**src/rtl/cdte_pkg.sv**
```systemverilog
package cdte_pkg;

    // Configuration port geometry
    localparam int CFG_INDEX_W = 2;
    localparam int CFG_DATA_W  = 12;

    // Register indexes on the configuration port
    typedef enum logic [CFG_INDEX_W-1:0] {
        REG_BASE_YEAR  = 2'd0,
        REG_UNIX_MODE  = 2'd1,
        REG_BCD_INPUTS = 2'd2
    } cfg_reg_t;

    // Register reset values
    localparam logic [11:0] BASE_YEAR_RESET = 12'd2000;
    localparam logic        UNIX_MODE_RESET = 1'b1;
    localparam logic        BCD_MODE_RESET  = 1'b1;

    // Time constants
    localparam logic [11:0] UNIX_BASE_YEAR = 12'd2000;
    localparam logic [31:0] UNIX_OFFSET    = 32'd946684800;
    localparam logic [31:0] SECS_PER_YEAR  = 32'd31536000;
    localparam logic [31:0] SECS_PER_DAY   = 32'd86400;
    localparam logic [19:0] SECS_PER_HOUR  = 20'd3600;
    localparam logic [19:0] SECS_PER_MIN   = 20'd60;
    localparam logic [3:0]  MONTH_MIN      = 4'd1;
    localparam logic [3:0]  MONTH_MAX      = 4'd12;
    localparam logic [3:0]  MONTH_FEB      = 4'd2;
    localparam logic [7:0]  DAY_MAX        = 8'd31;
    localparam logic [7:0]  HOUR_BCD_MASK  = 8'h3f;
    localparam logic [7:0]  SEC_BCD_MASK   = 8'h7f;

    // Divide by 100 through a reciprocal: exact for arguments below 6400
    localparam logic [12:0] RECIP_100       = 13'd5243;
    localparam int          RECIP_100_SHIFT = 19;

    // Request payloads
    typedef struct packed {
        logic [7:0] year_count;
        logic [7:0] month_value;
        logic [7:0] day_value;
        logic [7:0] hour_value;
        logic [7:0] minute_value;
        logic [7:0] second_value;
    } in_t;

    typedef struct packed {
        logic [31:0] epoch_seconds;
        logic        bad_date;
    } out_t;

    // Decoded fields after the first stage
    typedef struct packed {
        logic [7:0]  years;
        logic [3:0]  month;
        logic [7:0]  day;
        logic [7:0]  hour;
        logic [7:0]  minute;
        logic [7:0]  second;
        logic        bad;
        logic [11:0] base;
        logic        unix;
    } dec_t;

    // Scaled terms after the second stage
    typedef struct packed {
        logic [31:0]        yr_secs;
        logic [19:0]        tod;
        logic signed [10:0] day_idx;
        logic [12:0]        y_end;
        logic [11:0]        base;
        logic               past_feb;
        logic               unix;
        logic               bad;
    } scl_t;

    // High nibble times ten plus low nibble, nibbles unchecked
    function automatic logic [7:0] bcd_decode(input logic [7:0] v);
        logic [7:0] hi;
        hi = {4'd0, v[7:4]};
        return (hi << 3) + (hi << 1) + {4'd0, v[3:0]};
    endfunction

    // Days in the year before the first of a month (month 1..12)
    function automatic logic [8:0] days_before_month(input logic [3:0] month);
        logic [8:0] d;
        unique case (month)
            4'd1:    d = 9'd0;
            4'd2:    d = 9'd31;
            4'd3:    d = 9'd59;
            4'd4:    d = 9'd90;
            4'd5:    d = 9'd120;
            4'd6:    d = 9'd151;
            4'd7:    d = 9'd181;
            4'd8:    d = 9'd212;
            4'd9:    d = 9'd243;
            4'd10:   d = 9'd273;
            4'd11:   d = 9'd304;
            4'd12:   d = 9'd334;
            default: d = 9'd0;
        endcase
        return d;
    endfunction

    function automatic logic [5:0] div100(input logic [12:0] x);
        logic [25:0] p;
        p = x * RECIP_100;
        return p[RECIP_100_SHIFT +: 6];
    endfunction

    // Leap years in [0, y) under the Gregorian rule, year 0 counted as leap
    function automatic logic [10:0] leaps_below(input logic [12:0] y);
        logic [12:0] by4;
        logic [12:0] q400_arg;
        by4      = y + 13'd3;
        q400_arg = 13'((y + 13'd399) >> 2);
        return 11'(by4 >> 2) - {5'd0, div100(y + 13'd99)} + {5'd0, div100(q400_arg)};
    endfunction

endpackage

```
**src/rtl/cdte_decode.sv**
```systemverilog
module cdte_decode (
    input  logic           clk,
    input  logic           load,
    input  logic [11:0]    base_year,
    input  logic           unix_mode,
    input  logic           bcd_inputs,
    input  cdte_pkg::in_t  in_data,
    output cdte_pkg::dec_t dec
);
    import cdte_pkg::*;

    logic [7:0] years;
    logic [7:0] month_raw;
    logic [7:0] day;
    logic [7:0] hour;
    logic [7:0] minute;
    logic [7:0] second;
    dec_t       dec_next;
    dec_t       dec_reg;

    // In BCD mode decode the bytes, masking the hour and second control bits; else pass them through
    always_comb
    begin
        if (bcd_inputs)
        begin
            years     = bcd_decode(in_data.year_count);
            month_raw = bcd_decode(in_data.month_value);
            day       = bcd_decode(in_data.day_value);
            hour      = bcd_decode(in_data.hour_value & HOUR_BCD_MASK);
            minute    = bcd_decode(in_data.minute_value);
            second    = bcd_decode(in_data.second_value & SEC_BCD_MASK);
        end
        else
        begin
            years     = in_data.year_count;
            month_raw = in_data.month_value;
            day       = in_data.day_value;
            hour      = in_data.hour_value;
            minute    = in_data.minute_value;
            second    = in_data.second_value;
        end
    end

    // Clamp month, flag illegal month or day, pick the base year
    always_comb
    begin
        dec_next.years  = years;
        dec_next.day    = day;
        dec_next.hour   = hour;
        dec_next.minute = minute;
        dec_next.second = second;
        dec_next.unix   = unix_mode;
        dec_next.base   = unix_mode ? UNIX_BASE_YEAR : base_year;
        dec_next.bad    = (day == 8'd0) || (day > DAY_MAX);
        if (month_raw == 8'd0)
        begin
            dec_next.month = MONTH_MIN;
            dec_next.bad   = 1'b1;
        end
        else if (month_raw > {4'd0, MONTH_MAX})
        begin
            dec_next.month = MONTH_MAX;
            dec_next.bad   = 1'b1;
        end
        else
        begin
            dec_next.month = month_raw[3:0];
        end
    end

    always_ff @(posedge clk)
    begin
        if (load)
        begin
            dec_reg <= dec_next;
        end
    end

    assign dec = dec_reg;

endmodule

```
**src/rtl/cdte_scale.sv**
```systemverilog
module cdte_scale (
    input  logic           clk,
    input  logic           load,
    input  cdte_pkg::dec_t dec,
    output cdte_pkg::scl_t scl
);
    import cdte_pkg::*;

    scl_t scl_next;
    scl_t scl_reg;

    // Scale whole years and time of day, index the day within the year
    always_comb
    begin
        scl_next.yr_secs  = {24'd0, dec.years} * SECS_PER_YEAR;
        scl_next.tod      = {12'd0, dec.hour} * SECS_PER_HOUR
                          + {12'd0, dec.minute} * SECS_PER_MIN
                          + {12'd0, dec.second};
        scl_next.day_idx  = $signed({2'b00, days_before_month(dec.month)})
                          + $signed({3'b000, dec.day}) - 11'sd1;
        scl_next.y_end    = {1'b0, dec.base} + {5'd0, dec.years};
        scl_next.base     = dec.base;
        scl_next.past_feb = dec.month > MONTH_FEB;
        scl_next.unix     = dec.unix;
        scl_next.bad      = dec.bad;
    end

    always_ff @(posedge clk)
    begin
        if (load)
        begin
            scl_reg <= scl_next;
        end
    end

    assign scl = scl_reg;

endmodule

```
**src/rtl/cdte_leap.sv**
```systemverilog
module cdte_leap (
    input  logic        clk,
    input  logic        load_count,
    input  logic        load_sum,
    input  logic [11:0] base,
    input  logic [12:0] y_end,
    input  logic        past_feb,
    output logic [6:0]  extra_days
);
    import cdte_pkg::*;

    logic [10:0] lb_reg;
    logic [10:0] le_reg;
    logic [10:0] le1_reg;
    logic        past_feb_reg;
    logic [10:0] leaps;
    logic [10:0] end_leap;
    logic [6:0]  extra_next;
    logic [6:0]  extra_reg;

    // Count leap years below the base, the end year and the year after
    always_ff @(posedge clk)
    begin
        if (load_count)
        begin
            lb_reg       <= leaps_below({1'b0, base});
            le_reg       <= leaps_below(y_end);
            le1_reg      <= leaps_below(y_end + 13'd1);
            past_feb_reg <= past_feb;
        end
    end

    // Count leap days from the base year to the end year, adding the end year's leap day once February is past
    always_comb
    begin
        leaps      = le_reg - lb_reg;
        end_leap   = le1_reg - le_reg;
        extra_next = leaps[6:0] + {6'd0, past_feb_reg & end_leap[0]};
    end

    always_ff @(posedge clk)
    begin
        if (load_sum)
        begin
            extra_reg <= extra_next;
        end
    end

    assign extra_days = extra_reg;

endmodule

```
**src/rtl/calendar_date_to_epoch_seconds.sv**
```systemverilog
// Calendar date to epoch seconds converter.
//
// Requests arrive on in_valid/in_ready with one clock date and time in
// in_data; results leave on out_valid/out_ready as out_data, one result for
// each request, in order. Configuration (base year, unix mode, BCD inputs)
// is to be written via cfg_write/cfg_index/cfg_data while no request is in
// flight (unenforced by the block); an index with no register is ignored.
//
// A request passes through five register stages (decode, scale, leap count,
// leap difference, final sum), each of which passes one request per cycle
// while out_ready is high, so throughput is one request per cycle unless the
// receiver holds out_ready low.
//
// Reset empties the pipeline and sets base year 2000, unix mode and BCD
// inputs. When the receiver holds out_ready low, the stages fill up behind
// the output register and in_ready falls only once every stage holds a
// request; nothing is dropped or repeated.
module calendar_date_to_epoch_seconds (
    input  logic                         clk,
    input  logic                         rst_n,
    input  logic                         in_valid,
    output logic                         in_ready,
    input  cdte_pkg::in_t                in_data,
    output logic                         out_valid,
    input  logic                         out_ready,
    output cdte_pkg::out_t               out_data,
    input  logic                         cfg_write,
    input  logic [cdte_pkg::CFG_INDEX_W-1:0] cfg_index,
    input  logic [cdte_pkg::CFG_DATA_W-1:0]  cfg_data
);
    import cdte_pkg::*;

    localparam int STAGES = 5;

    logic [11:0]       base_year_reg;
    logic              unix_mode_reg;
    logic              bcd_inputs_reg;
    logic [STAGES:1]   valid_reg;
    logic [STAGES+1:1] load;
    dec_t              dec;
    scl_t              scl;
    logic [6:0]        extra_days;
    logic [31:0]       sum_a_reg;
    logic [31:0]       day_secs_reg;
    logic              bad3_reg;
    logic [31:0]       sum_b_reg;
    logic              bad4_reg;
    out_t              out_next;
    out_t              out_reg;

    // Configuration registers
    always_ff @(posedge clk or negedge rst_n)
    begin
        if (!rst_n)
        begin
            base_year_reg  <= BASE_YEAR_RESET;
            unix_mode_reg  <= UNIX_MODE_RESET;
            bcd_inputs_reg <= BCD_MODE_RESET;
        end
        else if (cfg_write)
        begin
            unique case (cfg_reg_t'(cfg_index))
                REG_BASE_YEAR:  base_year_reg  <= cfg_data[11:0];
                REG_UNIX_MODE:  unix_mode_reg  <= cfg_data[0];
                REG_BCD_INPUTS: bcd_inputs_reg <= cfg_data[0];
                default:        ;
            endcase
        end
    end

    // A stage loads when it is empty or its content moves on
    always_comb
    begin
        load[STAGES+1] = out_ready;
        for (int k = STAGES; k >= 1; k--)
        begin
            load[k] = !valid_reg[k] || load[k+1];
        end
    end

    assign in_ready = load[1];

    // Advance valid bits with their requests
    always_ff @(posedge clk or negedge rst_n)
    begin
        if (!rst_n)
        begin
            valid_reg <= '0;
        end
        else
        begin
            if (load[1])
            begin
                valid_reg[1] <= in_valid;
            end
            for (int k = 2; k <= STAGES; k++)
            begin
                if (load[k])
                begin
                    valid_reg[k] <= valid_reg[k-1];
                end
            end
        end
    end

    // Stage 1: decode
    cdte_decode u_decode (
        .clk        (clk),
        .load       (load[1]),
        .base_year  (base_year_reg),
        .unix_mode  (unix_mode_reg),
        .bcd_inputs (bcd_inputs_reg),
        .in_data    (in_data),
        .dec        (dec)
    );

    // Stage 2: scale
    cdte_scale u_scale (
        .clk  (clk),
        .load (load[2]),
        .dec  (dec),
        .scl  (scl)
    );

    // Stages 3 and 4: leap days
    cdte_leap u_leap (
        .clk        (clk),
        .load_count (load[3]),
        .load_sum   (load[4]),
        .base       (scl.base),
        .y_end      (scl.y_end),
        .past_feb   (scl.past_feb),
        .extra_days (extra_days)
    );

    // Stage 3: add year, time of day and offset; scale the day index
    always_ff @(posedge clk)
    begin
        if (load[3])
        begin
            sum_a_reg    <= scl.yr_secs + {12'd0, scl.tod}
                          + (scl.unix ? UNIX_OFFSET : 32'd0);
            day_secs_reg <= {{21{scl.day_idx[10]}}, scl.day_idx} * SECS_PER_DAY;
            bad3_reg     <= scl.bad;
        end
    end

    // Stage 4: add the day offset
    always_ff @(posedge clk)
    begin
        if (load[4])
        begin
            sum_b_reg <= sum_a_reg + day_secs_reg;
            bad4_reg  <= bad3_reg;
        end
    end

    // Stage 5: add the leap days
    always_comb
    begin
        out_next.epoch_seconds = sum_b_reg + {25'd0, extra_days} * SECS_PER_DAY;
        out_next.bad_date      = bad4_reg;
    end

    always_ff @(posedge clk)
    begin
        if (load[5])
        begin
            out_reg <= out_next;
        end
    end

    assign out_valid = valid_reg[STAGES];
    assign out_data  = out_reg;

endmodule
```
**config.mk**
```make
export PLATFORM = sky130hd
export DESIGN_NAME = calendar_date_to_epoch_seconds
export DESIGN_NICKNAME = d
export VERILOG_FILES = /design/src/rtl/cdte_pkg.sv /design/src/rtl/cdte_decode.sv /design/src/rtl/cdte_scale.sv /design/src/rtl/cdte_leap.sv /design/src/rtl/calendar_date_to_epoch_seconds.sv
export SDC_FILE = /design/constraint.sdc
export NUM_CORES = 2
export LEC_CHECK = 0
export BUFFER_PORTS_ARGS = -buffer_cell sky130_fd_sc_hd__buf_2
export CAP_MARGIN = 20
export CORE_MARGIN = 2
export CORE_UTILIZATION = 45
export DETAILED_ROUTE_END_ITERATION = 8
export PLACE_DENSITY = 0.72
export SYNTH_ARGS = -nofsm -noshare
export SYNTH_HDL_FRONTEND = slang
export SYNTH_SLANG_ARGS = --single-unit
```
**constraint.sdc**
```tcl
create_clock -name clk -period 7.71 [get_ports clk]
set_clock_uncertainty 0.15 [all_clocks]
set_input_delay 0.3855 -clock clk [delete_from_list [all_inputs] [get_ports clk]]
set_output_delay 0.3855 -clock clk [all_outputs]
set_load 0.02 [all_outputs]
```
==> metrics <==
share of cells above drive strength 1=0.1292; maximum clock frequency=around 0.13 GHz; # fillers=7960; period utilisation layout=0.9847; top post-synthesis cells by area=ha_1 (27%), edfxtp_1 (21%), fa_1 (20%), inv_1 (7.8%), xnor2_1 (5.2%); DR vias/cell=5.000; Post-Syn Area=slightly above 40000 um^2; number of global-route vias before repair=27.98k; Max FO, Critical Path=5; post-synth top area share=0.2664; ANT cells=0; Worst-path clk slew=0.06 ns; RR Endpoint=u_leap.le_reg[6]; FF+latch count, synth=308; Hold Path Origin=in_data[1]; largest stage delay on the critical path=0.53 ns; WP data required=between 7 and 8 ns; die footprint=93230 um^2; Least-Margin Pin Slew=0.9593 ns; I/O Buffers=between 100 and 150; Adder-Cell Fraction of Synth Area=0.4643; vias=roughly 27k; Period minus WS final=7.592 ns; Crit-path slowest cell=fa_1; max reg flops=84; Worst-Skew Late Latency=approximately 0.55 ns; row cnt=110; Worst EP arrival=7.73 ns; final hold slack=between 0.03 and 0.04 ns; DRC viols=0; worst reg2reg path depth=32; Synth Area in Compound Gates=0.07866; post-synthesis sequential area ratio=0.2243; Net Count, Synth=~5.2k; hold worst-path end=u_decode.dec[15]; Core Box Area=90010 um^2; die width=305.3 um; initial antenna violation count=5; worst r2r src=u_scale.scl[15]; Storage cell area=between 9000 and 10000 um^2; Hold WC Path Type=input pin to flop; Post-Syn Instances=around 3.9k; CTS buffer count=37; Max Root-Sink Buffers=3; Crit. End Element=flop; # setup viols final=0; maximum number of pins on one net before global-route repair=62; DP Wirelength=~69 mm; MaxCap Viol Count=0; # IOs=102; Hold Violations, Final=0; Slew HR=0.3604; chip height=305.3 um; Cells after DPL=about 5.2k; Synth Area in XOR/XNOR=0.07465; multiplexer share of the synthesized area=0.01366; Post-Synth Simple-Gate Area=0.06213; number of synthesized flops with an enable pin=289; ys async rst share=0.06169; post-synth top area cell=ha_1; CTS tree=built; Initial Utilization=0.4540; wire per inst=15.16 um; Top FF cell, synth=edfxtp_1; global-route wire length before repair=134.9 mm; Setup crit start kind=flop; routability congestion estimate=0.8878; crit path kind=flop to flop; synthesized area per cell=10.58 um^2; Routed WL=80.97 mm; max-slew violations=0; drt first pass iters=5; Synth cell types=88; grt ovf=0; initial drt markers=1112; Antenna Violating Nets Remaining=0; largest family of logic cells by synthesized area=adder cells; commonest non-fill, non-tap cell in the layout=ha_1; WHS Path Cells=2; RSZ-0062 raised after global routing=yes; multi-input logic area=29340 um^2; CTS root buf=clkbuf_16; commonest cells after routing, fill and taps aside=ha_1 (842), inv_1 (826), fa_1 (398); cell mode on critical path=fa_1; fin util=0.5138; Post-Layout Cell Count=5341; CTS H-tree lvls=2; P&R area growth vs syn=13.19%; synth warn=0; status=finished clean; GRT Overall Usage=0.1764; FF-to-FF setup slack=about 0.12 ns; total clock sinks=308; NumNets Final=5477
==> what timing repair did <==
item                                   4_1_cts  5_1_grt
setup endpoints to repair                    6       10
hold buffers                                29        0
gates resized for setup                     15      145
setup buffers                                1       22
endpoints found under the hold margin       49        0
pin swaps                                    8      119
==> critical path, delay by kind of cell (launching register included) <==
kind	cells	cell delay, ns
DFF	1	0.47
buffers and inverters	5	0.37
adders and majority gates	9	3.33
AOI/OAI and AO/OA	8	1.33
and+or+nand+nor	8	1.39
xor gates and xnor gates	2	0.31
==> cell usage after synthesis (all sizes together), types with 17 or more instances <==
cell and n:
inv 849, nor2b 44, nor2 130, edfxtp 289
xor2 97, nor3 38, a21o 67, and3 25
buf 17, clkbuf 20, or2 18, xnor2 247
o21a 21, nand3 39, mux2 38, o21bai 31
ha 870, or3 20, a21oi 166, nand2 113
fa 404, nand2b 31, o21ai 88
==> per-layer routing <==
layer / vias up / GRT usage / wire (um)
met3: 96 / 0.02087 / 2716
met5: - / 0 / 28
li1: 13380 / - / -
met2: 356 / 0.3070 / 39120
met1: 12870 / 0.2357 / 37510
met4: 4 / 0.03792 / 1590
==> stage by stage <==
stage / instance area, um^2 / worst slack (ns) / TNS, ns
after floorplan: 41000 / -0.02037 / -0.02037
after global placement: 43710 / -0.02004 / -0.02004
after detailed placement: 43710 / -0.2199 / -0.5539
after CTS: 45310 / 0.005463 / 0
after global routing: 46250 / -0.2293 / -0.9747
final: 46250 / 0.1179 / 0
==> logic make-up after synthesis <==
logic type,Yosys count
DFF,308
xor gates and xnor gates,344
AOI/OAI and AO/OA,493
buffers and inverters,886
and+or+nand+nor,506
adders and majority gates,1274
muxes,51
==> how the worst max path moves through the flow <==
stage                    start  slack, ns               end  cells past startpoint
2_1_floorplan  u_scale.scl[15]      -0.02  u_leap.le_reg[6]                     34
3_3_place_gp    u_scale.scl[3]      -0.02  u_leap.lb_reg[6]                     30
3_5_place_dp    u_scale.scl[3]      -0.22  u_leap.lb_reg[6]                     30
4_1_cts         u_scale.scl[5]      0.005  u_leap.lb_reg[6]                     31
5_1_grt         u_scale.scl[5]      -0.23  u_leap.lb_reg[6]                     32
6_report       u_scale.scl[15]       0.12  u_leap.le_reg[6]                     32
==> area by class of cell <==
| class | instances | area share |
|---|---|---|
| multi-input combinational | 2668 | 0.6343 |
| sequential | 308 | 0.1981 |
| inverter | 849 | 0.06896 |
| timing repair buffer | 272 | 0.04066 |
| tap | 1176 | 0.03181 |
| clock buffer | 45 | 0.02159 |
| clock inverter | 23 | 0.004572 |
Power is left out: the tool's default activity adds up to more than one toggle a clock period on the data nets, which glitch-free logic cannot reach.
